### src/sv/tmq_pkg.sv
package tmq_pkg;

    localparam int DEFAULT_DEPTH = 16;
    // most timers one tick may remove
    localparam int MAX_OUT = 16;
    localparam int TICK_W = $clog2(MAX_OUT + 1);

    typedef enum logic [1:0] {
        CMD_ADD    = 2'd0,
        CMD_ADJUST = 2'd1,
        CMD_DELETE = 2'd2,
        CMD_TICK   = 2'd3
    } cmd_t;

    typedef enum logic [2:0] {
        ST_OK       = 3'd0,
        ST_EXPIRED  = 3'd1,
        ST_NONE     = 3'd2,
        ST_FULL     = 3'd3,
        ST_NOTFOUND = 3'd4,
        ST_DUP      = 3'd5
    } status_t;

    typedef struct packed {
        cmd_t        cmd;
        logic [15:0] handle;
        logic [31:0] expiry;
        logic [31:0] now_time;
    } tmq_in_t;

    typedef struct packed {
        status_t     status;
        logic [15:0] expired_handle;
        logic        last;
    } tmq_out_t;

    typedef struct packed {
        logic [15:0] handle;
        logic [31:0] expiry;
    } entry_t;

    localparam int ENTRY_W = $bits(entry_t);

    typedef struct packed {
        logic handle_eq;
        logic exp_gt;
    } cmp_t;

endpackage

### src/sv/tmq_ram.sv
module tmq_ram #(
    parameter int WIDTH = 8,
    parameter int DEPTH = 16,
    localparam int AW = (DEPTH > 1) ? $clog2(DEPTH) : 1
) (
    input  logic             clk,
    input  logic             we,
    input  logic [AW-1:0]    waddr,
    input  logic [WIDTH-1:0] wdata,
    input  logic             re,
    input  logic [AW-1:0]    raddr,
    output logic [WIDTH-1:0] rdata
);

    logic [WIDTH-1:0] mem [DEPTH];
    logic [WIDTH-1:0] rdata_reg;

    always_ff @(posedge clk)
    begin
        if (we)
        begin
            mem[waddr] <= wdata;
        end
        if (re)
        begin
            rdata_reg <= mem[raddr];
        end
    end

    assign rdata = rdata_reg;

endmodule

### src/sv/tmq_cmp.sv
module tmq_cmp
    import tmq_pkg::*;
(
    input  entry_t      entry,
    input  logic [15:0] key_handle,
    input  logic [31:0] key_time,
    output cmp_t        result
);

    assign result.handle_eq = (entry.handle == key_handle);
    assign result.exp_gt    = (entry.expiry > key_time);

endmodule

### src/sv/tmq_seq.sv
module tmq_seq
    import tmq_pkg::*;
#(
    parameter int DEPTH = DEFAULT_DEPTH,
    localparam int AW = (DEPTH > 1) ? $clog2(DEPTH) : 1,
    localparam int CW = $clog2(DEPTH + 1)
) (
    input  logic          clk,
    input  logic          rst_n,
    input  logic          cmd_valid,
    output logic          cmd_ready,
    input  tmq_in_t       cmd_data,
    input  entry_t        rd_data,
    input  cmp_t          cmp,
    output logic [15:0]   key_handle,
    output logic [31:0]   key_time,
    input  logic          slot_free,
    output logic          push,
    output tmq_out_t      push_data,
    output logic          ram_we,
    output logic [AW-1:0] ram_waddr,
    output entry_t        ram_wdata,
    output logic          ram_re,
    output logic [AW-1:0] ram_raddr
);

    typedef enum logic [3:0] {
        S_IDLE,
        S_SCAN_RD,
        S_SCAN_CMP,
        S_DEL_RD,
        S_DEL_WR,
        S_INS_CHK,
        S_INS_CMP,
        S_TICK_RD,
        S_TICK_CMP,
        S_TICK_FIN,
        S_EMIT
    } state_t;

    state_t             state_reg, state_next;
    tmq_in_t            item_reg, item_next;
    logic [CW-1:0]      count_reg, count_next;
    logic [CW-1:0]      idx_reg, idx_next;
    logic [TICK_W-1:0]  n_reg, n_next;
    logic [15:0]        pend_reg, pend_next;
    logic               have_pend_reg, have_pend_next;
    tmq_out_t           res_reg, res_next;

    logic [CW-1:0]      idx_inc;
    logic [CW-1:0]      idx_dec;
    entry_t             new_entry;

    assign idx_inc = idx_reg + CW'(1);
    assign idx_dec = idx_reg - CW'(1);
    assign new_entry.handle = item_reg.handle;
    assign new_entry.expiry = item_reg.expiry;

    assign key_handle = item_reg.handle;
    assign key_time   = (item_reg.cmd == CMD_TICK) ? item_reg.now_time : item_reg.expiry;

    always_comb
    begin
        state_next     = state_reg;
        item_next      = item_reg;
        count_next     = count_reg;
        idx_next       = idx_reg;
        n_next         = n_reg;
        pend_next      = pend_reg;
        have_pend_next = have_pend_reg;
        res_next       = res_reg;
        cmd_ready      = 1'b0;
        push           = 1'b0;
        push_data      = res_reg;
        ram_we         = 1'b0;
        ram_waddr      = idx_reg[AW-1:0];
        ram_wdata      = rd_data;
        ram_re         = 1'b0;
        ram_raddr      = idx_reg[AW-1:0];

        unique case (state_reg)
            S_IDLE:
            begin
                cmd_ready = 1'b1;
                if (cmd_valid)
                begin
                    item_next      = cmd_data;
                    idx_next       = '0;
                    n_next         = '0;
                    have_pend_next = 1'b0;
                    state_next     = (cmd_data.cmd == CMD_TICK) ? S_TICK_RD : S_SCAN_RD;
                end
            end

            S_SCAN_RD:
            begin
                if (idx_reg == count_reg)
                begin
                    if (item_reg.cmd == CMD_ADD)
                    begin
                        if (count_reg == CW'(DEPTH))
                        begin
                            res_next   = '{status: ST_FULL, expired_handle: '0, last: 1'b1};
                            state_next = S_EMIT;
                        end
                        else
                        begin
                            // free slot sits at the tail, idx already points there
                            state_next = S_INS_CHK;
                        end
                    end
                    else
                    begin
                        res_next   = '{status: ST_NOTFOUND, expired_handle: '0, last: 1'b1};
                        state_next = S_EMIT;
                    end
                end
                else
                begin
                    ram_re     = 1'b1;
                    state_next = S_SCAN_CMP;
                end
            end

            S_SCAN_CMP:
            begin
                if (cmp.handle_eq)
                begin
                    if (item_reg.cmd == CMD_ADD)
                    begin
                        res_next   = '{status: ST_DUP, expired_handle: '0, last: 1'b1};
                        state_next = S_EMIT;
                    end
                    else
                    begin
                        state_next = S_DEL_RD;
                    end
                end
                else
                begin
                    idx_next   = idx_inc;
                    state_next = S_SCAN_RD;
                end
            end

            // close the gap at idx by pulling the tail down one entry at a time
            S_DEL_RD:
            begin
                if (idx_inc == count_reg)
                begin
                    count_next = count_reg - CW'(1);
                    case (item_reg.cmd)
                        CMD_ADJUST:
                        begin
                            idx_next   = count_reg - CW'(1);
                            state_next = S_INS_CHK;
                        end
                        CMD_TICK:
                        begin
                            state_next = S_TICK_RD;
                        end
                        default:
                        begin
                            res_next   = '{status: ST_OK, expired_handle: '0, last: 1'b1};
                            state_next = S_EMIT;
                        end
                    endcase
                end
                else
                begin
                    ram_re     = 1'b1;
                    ram_raddr  = idx_inc[AW-1:0];
                    state_next = S_DEL_WR;
                end
            end

            S_DEL_WR:
            begin
                ram_we     = 1'b1;
                ram_wdata  = rd_data;
                idx_next   = idx_inc;
                state_next = S_DEL_RD;
            end

            // idx is the open slot; later expiries move up past it
            S_INS_CHK:
            begin
                if (idx_reg == '0)
                begin
                    ram_we     = 1'b1;
                    ram_wdata  = new_entry;
                    count_next = count_reg + CW'(1);
                    res_next   = '{status: ST_OK, expired_handle: '0, last: 1'b1};
                    state_next = S_EMIT;
                end
                else
                begin
                    ram_re     = 1'b1;
                    ram_raddr  = idx_dec[AW-1:0];
                    state_next = S_INS_CMP;
                end
            end

            S_INS_CMP:
            begin
                ram_we = 1'b1;
                if (cmp.exp_gt)
                begin
                    ram_wdata  = rd_data;
                    idx_next   = idx_dec;
                    state_next = S_INS_CHK;
                end
                else
                begin
                    ram_wdata  = new_entry;
                    count_next = count_reg + CW'(1);
                    res_next   = '{status: ST_OK, expired_handle: '0, last: 1'b1};
                    state_next = S_EMIT;
                end
            end

            S_TICK_RD:
            begin
                if (count_reg != '0 && n_reg < TICK_W'(MAX_OUT))
                begin
                    ram_re     = 1'b1;
                    ram_raddr  = '0;
                    state_next = S_TICK_CMP;
                end
                else
                begin
                    state_next = S_TICK_FIN;
                end
            end

            // the previous expired handle goes out once another is known due
            S_TICK_CMP:
            begin
                if (!cmp.exp_gt)
                begin
                    if (!have_pend_reg || slot_free)
                    begin
                        push           = have_pend_reg;
                        push_data      = '{status: ST_EXPIRED, expired_handle: pend_reg,
                                           last: 1'b0};
                        pend_next      = rd_data.handle;
                        have_pend_next = 1'b1;
                        n_next         = n_reg + TICK_W'(1);
                        idx_next       = '0;
                        state_next     = S_DEL_RD;
                    end
                end
                else
                begin
                    state_next = S_TICK_FIN;
                end
            end

            S_TICK_FIN:
            begin
                if (have_pend_reg)
                begin
                    res_next = '{status: ST_EXPIRED, expired_handle: pend_reg, last: 1'b1};
                end
                else
                begin
                    res_next = '{status: ST_NONE, expired_handle: '0, last: 1'b1};
                end
                state_next = S_EMIT;
            end

            S_EMIT:
            begin
                if (slot_free)
                begin
                    push       = 1'b1;
                    push_data  = res_reg;
                    state_next = S_IDLE;
                end
            end

            default:
            begin
                state_next = S_IDLE;
            end
        endcase
    end

    always_ff @(posedge clk or negedge rst_n)
    begin
        if (!rst_n)
        begin
            state_reg     <= S_IDLE;
            item_reg      <= '0;
            count_reg     <= '0;
            idx_reg       <= '0;
            n_reg         <= '0;
            pend_reg      <= '0;
            have_pend_reg <= 1'b0;
            res_reg       <= '0;
        end
        else
        begin
            state_reg     <= state_next;
            item_reg      <= item_next;
            count_reg     <= count_next;
            idx_reg       <= idx_next;
            n_reg         <= n_next;
            pend_reg      <= pend_next;
            have_pend_reg <= have_pend_next;
            res_reg       <= res_next;
        end
    end

endmodule

### src/sv/sorted_timer_queue_unit.sv
// sorted timer queue: up to DEPTH timers (handle, expiry) kept in ascending
// expiry order in a single-port-write, registered-read table.
// cmd channel (cmd_valid/cmd_ready/cmd_data) takes add, adjust, delete or tick.
// rsp channel (rsp_valid/rsp_ready/rsp_data) returns one status item for add,
// adjust and delete; tick returns one expired item per removed timer (at most
// 16, last set on the final one) or a single nothing-due item.
// every table access is a read followed by a compare or a write, through the
// one handle/expiry comparator; the sequencer walks the table serially.
// add: scans every entry for a duplicate, then walks down from the tail,
// moving later expiries up one slot until the ordered insert point is found.
// delete/adjust: search for the handle, then pull the tail down to close the
// gap; adjust then does the ordered insert walk. tick: each due head is removed.
// cmd_ready is high only between commands; one result waits in the output
// register while the next command is taken, and the sequencer holds when
// rsp_ready is low and the output register is still full.
// reset empties the table at once (count cleared); no clearing pass.
module sorted_timer_queue_unit
    import tmq_pkg::*;
#(
    parameter int DEPTH = DEFAULT_DEPTH
) (
    input  logic     clk,
    input  logic     rst_n,
    input  logic     cmd_valid,
    output logic     cmd_ready,
    input  tmq_in_t  cmd_data,
    output logic     rsp_valid,
    input  logic     rsp_ready,
    output tmq_out_t rsp_data
);

    localparam int AW = (DEPTH > 1) ? $clog2(DEPTH) : 1;

    entry_t               rd_data;
    logic [ENTRY_W-1:0]   rd_bits;
    cmp_t                 cmp;
    logic [15:0]          key_handle;
    logic [31:0]          key_time;
    logic                 slot_free;
    logic                 push;
    tmq_out_t             push_data;
    logic                 ram_we;
    logic [AW-1:0]        ram_waddr;
    entry_t               ram_wdata;
    logic                 ram_re;
    logic [AW-1:0]        ram_raddr;

    logic                 rsp_valid_reg, rsp_valid_next;
    tmq_out_t             rsp_data_reg, rsp_data_next;

    tmq_ram #(
        .WIDTH (ENTRY_W),
        .DEPTH (DEPTH)
    ) u_ram (
        .clk   (clk),
        .we    (ram_we),
        .waddr (ram_waddr),
        .wdata (ram_wdata),
        .re    (ram_re),
        .raddr (ram_raddr),
        .rdata (rd_bits)
    );

    assign rd_data = entry_t'(rd_bits);

    tmq_cmp u_cmp (
        .entry      (rd_data),
        .key_handle (key_handle),
        .key_time   (key_time),
        .result     (cmp)
    );

    tmq_seq #(
        .DEPTH (DEPTH)
    ) u_seq (
        .clk        (clk),
        .rst_n      (rst_n),
        .cmd_valid  (cmd_valid),
        .cmd_ready  (cmd_ready),
        .cmd_data   (cmd_data),
        .rd_data    (rd_data),
        .cmp        (cmp),
        .key_handle (key_handle),
        .key_time   (key_time),
        .slot_free  (slot_free),
        .push       (push),
        .push_data  (push_data),
        .ram_we     (ram_we),
        .ram_waddr  (ram_waddr),
        .ram_wdata  (ram_wdata),
        .ram_re     (ram_re),
        .ram_raddr  (ram_raddr)
    );

    assign slot_free = !rsp_valid_reg || rsp_ready;

    always_comb
    begin
        rsp_valid_next = rsp_valid_reg;
        rsp_data_next  = rsp_data_reg;
        if (push)
        begin
            rsp_valid_next = 1'b1;
            rsp_data_next  = push_data;
        end
        else if (rsp_ready)
        begin
            rsp_valid_next = 1'b0;
        end
    end

    always_ff @(posedge clk or negedge rst_n)
    begin
        if (!rst_n)
        begin
            rsp_valid_reg <= 1'b0;
            rsp_data_reg  <= '0;
        end
        else
        begin
            rsp_valid_reg <= rsp_valid_next;
            rsp_data_reg  <= rsp_data_next;
        end
    end

    assign rsp_valid = rsp_valid_reg;
    assign rsp_data  = rsp_data_reg;

    // a new result never overwrites one still waiting
    assert property (@(posedge clk) disable iff (!rst_n)
        push |-> (!rsp_valid_reg || rsp_ready))
        else $error("result pushed into a full output register");

    // table read and write never share a cycle
    assert property (@(posedge clk) disable iff (!rst_n)
        !(ram_we && ram_re))
        else $error("table read and write in the same cycle");

    // table writes stay inside the configured depth
    assert property (@(posedge clk) disable iff (!rst_n)
        ram_we |-> ({1'b0, ram_waddr} < (AW + 1)'(DEPTH)))
        else $error("table write beyond depth");

    // only expired items carry a handle
    assert property (@(posedge clk) disable iff (!rst_n)
        (push && push_data.status != ST_EXPIRED) |-> (push_data.expired_handle == '0))
        else $error("handle on a non-expired result");

endmodule

### config.mk
export PLATFORM = sky130hd
export DESIGN_NAME = sorted_timer_queue_unit
export DESIGN_NICKNAME = d
export VERILOG_FILES = /design/src/sv/tmq_pkg.sv /design/src/sv/tmq_ram.sv /design/src/sv/tmq_cmp.sv /design/src/sv/tmq_seq.sv /design/src/sv/sorted_timer_queue_unit.sv
export SDC_FILE = /design/constraint.sdc
export NUM_CORES = 1
export LEC_CHECK = 0
export BUFFER_PORTS_ARGS = -buffer_cell sky130_fd_sc_hd__buf_4
export CAP_MARGIN = 0
export CORE_MARGIN = 2
export CORE_UTILIZATION = 62
export CTS_CLUSTER_SIZE = 30
export DETAILED_ROUTE_END_ITERATION = 10
export GPL_ROUTABILITY_DRIVEN = 0
export HOLD_SLACK_MARGIN = 0.03
export PLACE_DENSITY = 0.79
export SETUP_SLACK_MARGIN = 0.1
export SLEW_MARGIN = 25
export SYNTH_ARGS = -nofsm -noshare
export SYNTH_HDL_FRONTEND = slang
export SYNTH_HIERARCHICAL = 1
export SYNTH_SLANG_ARGS = --single-unit
### constraint.sdc
create_clock -name clk -period 8.03 [get_ports clk]
set_input_delay 0.4015 -clock clk [delete_from_list [all_inputs] [get_ports clk]]
set_output_delay 0.4015 -clock clk [all_outputs]
set_load 0.1 [all_outputs]
Word level (Yosys, flattened, before mapping)
Memories as Yosys holds them, arrays and structs flattened. A register that Yosys moved wholly into a read port is not among the register bits.
Index checks and enable logic that the tools add are counted.
{ "op_classes": {"n_reduce_logical": 23, "mux": 73, "bitwise_logic": 1, "n_lt_le_gt_ge": 2, "addsub": 5, "eq_ne": 33} }
{ "op_table": {"columns": ["cell", "n"], "rows": [
  ["20-bit 2-to-1 mux", 12],
  ["20-bit one-hot mux with 6 select lines", 1],
  ["48-bit 2-to-1 mux", 2],
  ["48-bit one-hot mux with 2 select lines", 1],
  ["4-bit 2-to-1 mux", 15],
  ["5-bit 2-to-1 mux", 12],
  ["4-bit one-hot mux with 11 select lines", 1],
  ["32-bit > comparator", 1],
  ["32-bit 2-to-1 mux", 1],
  ["5-bit one-hot mux with 6 select lines", 1],
  ["19-bit 2-to-1 mux", 1],
  ["1-bit 2-to-1 mux", 17],
  ["16-bit == test", 1],
  ["4-bit by 3-bit == test with 1-bit output (second input constant)", 4],
  ["5-bit by 1-bit adder with 5-bit output (second input constant)", 3],
  ["5-bit one-hot mux with 3 select lines", 1],
  ["2-bit by 1-bit != test with 1-bit output (second input constant)", 7],
  ["2-bit != test (second input constant)", 7],
  ["4-bit == test (second input constant)", 3],
  ["4-bit one-hot mux with 3 select lines", 1],
  ["6-bit nonzero test", 2],
  ["5-bit == test", 2],
  ["5-bit one-hot mux with 2 select lines", 1],
  ["5-bit by 1-bit subtractor with 5-bit output (second input constant)", 2],
  ["other kinds (28)", 38]
]} }
{ "totals": {"memories": 1, "out_inout_bits": 22, "word_cells": 155, "ram_bits": 768, "ff_bits": 159} }
{ "memory_table": {"columns": ["memory", "depth", "word_bits", "read_ports", "rd_clocked_by_memory_dff", "write_ports", "line_no", "rtl"], "rows": [
  ["u_ram.mem", 16, 48, 1, 1, 1, "tmq_ram.sv:15", "logic [WIDTH-1:0] mem [DEPTH];"]
]} }

Logic depth before layout (Yosys ltp)
{ "depth": {"word_depth": 7, "mapped_depth": 16, "ltp_nobuf": 15} }

By module
Netlist, hierarchy kept.
{ "modules_own_cells": {"columns": ["mod", "cells_per_inst", "area_each_um2", "n_inst"], "rows": [
  ["tmq_ram", 1242, 30175.2, 1],
  ["tmq_seq", 662, 7746.2, 1],
  ["tmq_cmp", 133, 977.2, 1],
  ["sorted_timer_queue_unit", 45, 857.1, 1]
]} }

Least setup slack after synthesis
Ideal clock, no wire load.
{ "synth_timing": {"path_kind": "register -> register", "start": "reg u_seq.idx_reg[0]", "end": "mem u_ram/mem[0][0] (netlist bit) (enable)", "setup_slack_ps": 1897, "n_path_buf": 1, "required_time_ps": 7517, "stages_incl_launch_ff": 9, "t_arrival_ps": 5621, "cell_sequence": "dfrtp_1 > clkbuf_2 > inv_1 > ha_1 > or3b_1 > or3_1 > a21oi_1 > or3b_2 > nor3_1"} }
{ "synth_via": {"elab_chain_cells": 5} }
{ "synth_rtl": {"columns": ["item", "line_no", "rtl"], "rows": [
  ["start, declared", "tmq_seq.sv:44", "logic [CW-1:0] idx_reg, idx_next;"],
  ["start signal, assigned", "tmq_seq.sv:307", "idx_reg <= idx_next;"],
  ["5-bit logical NOT", "tmq_seq.sv:188", "if (idx_reg == '0)"],
  ["1-bit 2-to-1 mux", "tmq_seq.sv:188", null],
  ["1-bit one-hot mux with 2 select lines", "tmq_seq.sv:81", "unique case (state_reg)"],
  ["via ram_we", "sorted_timer_queue_unit.sv:42", "logic ram_we;"],
  ["1-bit 2-to-1 mux", "tmq_ram.sv:20", "if (we)"],
  ["1-bit 2-to-1 mux (implied by the code)", "tmq_ram.sv:22", "mem[waddr] <= wdata;"],
  ["end, declared", "tmq_ram.sv:15", null]
]} }
The timed path passes the listed nets, and every way through them passes these cells.

==> results.tsv <==
metric	value	unit
outcome	completed	
first_pass_iters	6	
reg2reg_to	u_ram/mem[2][0]	
max-cap-violations	0	
combPwrFrac	32.4	%
endpoint_kind	register	
n_fill_cell	3622	
relSlewSlack	27.64	%
rsz0062_at_grt	false	
final_common_cell	edfxtp_1	
ant_nets	0	
rrSetupSlack	2.50	ns
clock_insertion_delay_worst_skew	0.66	ns
drt_iter0_drc	2489	
cts-buffers-inserted	95	
clk_pin_slew	0.06	ns
seqPwrFrac	42.5	%
crit_required	8.34	ns
vias	21210	
crit_arrival	5.85	ns
fin_crit_sh	68.92	%
power.leakage	15.63	nW
synth_top_family_by_area	multiplexers	
dieHeight	257.2	um
synth_seq_area_share	71.64	%
peakVddDrop	0.3317	mV
cts.sinks	975	
start_kind	register	
antenna_found_initial	0	
grt_pass1_wl	137.2	mm
synth_nets	2206	
internal_power	0.01189	W
grt_pass1_vias	21670	
drive_gt1_share	30.94	%
avgSynthCellArea	19.09	um^2
n_antenna_cell	0	
fin_area	0.04538	mm^2
cts_tree	built	
synth-simple-area-share	2.732	%
portBuffers	107	
critPathMaxFanout	32	
yosys_warnings	6	
path_class	register to register	
synthArstFlopShare	16.31	%
grt_overflow_total	0	
synth_compound_area_share	4.233	%
timing.fmax	180.7	MHz
switching_share	32.71	%
cts_max_level	3	
cts_root_buffer	clkbuf_16	
wl_per_cell	29.14	um
nets	2402	
setup_viol	0	
synthAdderAreaFrac	1.196	%
routed_wl	93.31	mm
initial_core_util	62.91	%
netlist.area_leader.share	61.64	%
grt_usage	28.41	%
yosys.area.top_type	edfxtp_1	
placed_cell_area	0.04140	mm^2
synthXorXnorAreaFrac	0.7270	%
r2r-start	u_seq/item_reg[80]	
syn_inst	2082	
crit_path_end	u_ram/mem[2][0]	
clock_power_share	25.1	%
ios	108	
syn_to_final_growth	14.15	%
reg2reg_depth	13	
min_period	5.534	ns
tightestPinTransition	1.085	ns
core_area	0.06320	mm^2
grt_max_degree	125	
clock_path_buffers	3	
detailed_place_hpwl	46.47	mm
synth_area	0.03976	mm^2
skew	0.02697	ns
p_switching	0.005782	W
synth_flop_cell	edfxtp_1	
die_w	257.2	um
synth_mux_area_share	17.28	%
row_count	92	
layout_common_cells	edfxtp_1 (816), mux4_2 (192), mux2_2 (189)	
drv_slew	0	
yosysUniqueCellTypes	76	
worst_hold_path_type	input port to register	
power_density	389.4	mW/mm^2
post_cts_buffers	0	
largest_reg_flops	768	
viasPerCell	6.625	
hold_violations	0	
tns	0	ns
crit_start	u_seq/item_reg[80]	
fp.dieArea	0.06616	mm^2
ys_ff_latch	975	
drcViolationCount	0	
min_path_cells	3	
synth_area_leaders	edfxtp_1 (62%), mux4_2 (11%), dfrtp_1 (10%)	
synth_edf_count	816	
-- cell families after synthesis --
| kind of cell | Yosys count |
|---|---|
| compound gates | 231 |
| xor+xnor | 33 |
| fa+ha+maj | 38 |
| buf+inv | 174 |
| flops | 975 |
| mux | 412 |
| simple gates | 219 |
-- timing repair --
action / 4_1_cts / 5_1_grt
resized for setup: 0 / 0
hold endpoints to repair: 167 / 0
hold buffers: 83 / 0
-- cell usage after synthesis, drive strengths merged (2+ instances only) --
master and instances:
a211oi 6, nor2 40, nand3b 4, xnor2 27, a2111o 2, and4 3
edfxtp 816, and2 2, o22a 2, a221o 2, o211ai 2, clkbuf 45
nand4 13, a31oi 7, o221ai 3, or3 4, o32ai 4, mux2i 3
or3b 2, nor4 4, a221oi 2, a211o 2, buf 82, nand2 81
inv 46, dfrtp 159, nor3 16, nor2b 10, a22oi 98, ha 38
nand2b 14, mux2 217, a21o 7, xor2 6, o21ai 25, a21oi 33
nand3 16, a21boi 4, mux4 192, a22o 20
-- worst max-delay path: stages, from the launching register on --
cell	delay (ns)
dfrtp_1	0.46
nand2_2	0.45
mux2_2	0.40
inv_1	0.06
ha_1	0.24
a21oi_1	0.16
o21ai_1	0.12
a221o_1	0.37
a2111oi_2	0.67
a21oi_1	0.40
o22a_1	0.33
nor2_4	0.55
buf_12	0.36
mux2_1	0.57
-- worst min path at each step --
stage	slack (ns)	end	startpoint
finish	0.20	rsp_valid	rsp_ready
CTS	0.17	rsp_valid	rsp_ready
floorplan	0.11	rsp_data[0]	rst_n
detailed placement	0.45	u_seq/res_reg[0]	u_seq/res_reg[0]
global placement	0.44	u_seq/res_reg[0]	u_seq/res_reg[0]
global route	0.21	rsp_valid	rsp_ready
-- metrics by stage --
step | std cells | util, % | hold WS, ns | worst slack [ns] | power (W)
finish | 3202 | 71.81 | 0.2005 | 2.496 | 0.01767
floorplan | 2082 | - | 0.1059 | 1.897 | 0.01163
global route | 3202 | 71.81 | 0.2064 | 2.192 | 0.01839
global placement | 2942 | 65.51 | 0.4434 | 2.818 | 0.01292
CTS | 3200 | 71.74 | 0.1656 | 2.601 | 0.01764
detailed placement | 2942 | 65.51 | 0.4481 | 2.635 | 0.01314
-- power by group through the flow --
stage,logic (W),clock network [W],registers (W)
floorplan,0.00432,0,0.00731
global placement,0.00535,0,0.00757
detailed placement,0.00557,0,0.00758
CTS,0.00568,0.00448,0.00749
global route,0.00616,0.00467,0.00755
finish,0.00573,0.00443,0.00751
-- per-layer routing --
metal	vias to the layer above	track usage, %	part of all wire [%]
li1	8781	-	-
met1	10930	39.30	38
met2	1304	46.46	50
met3	200	5.181	9.7
met4	0	9.496	2.8
met5	-	0	0
-- final cells by class --
cell class / count / area (um^2) / share of cell area [%]
Sequential cell: 975 / 28480 / 62.76
Multi-Input combinational cell: 933 / 10600 / 23.35
Clock buffer: 123 / 2574 / 5.671
Timing Repair Buffer: 226 / 1961 / 4.320
Tap cell: 846 / 1059 / 2.332
Clock inverter: 52 / 531.8 / 1.172
Inverter: 47 / 176.4 / 0.3887
No activity file was read; power rests on OpenSTA's default activity.
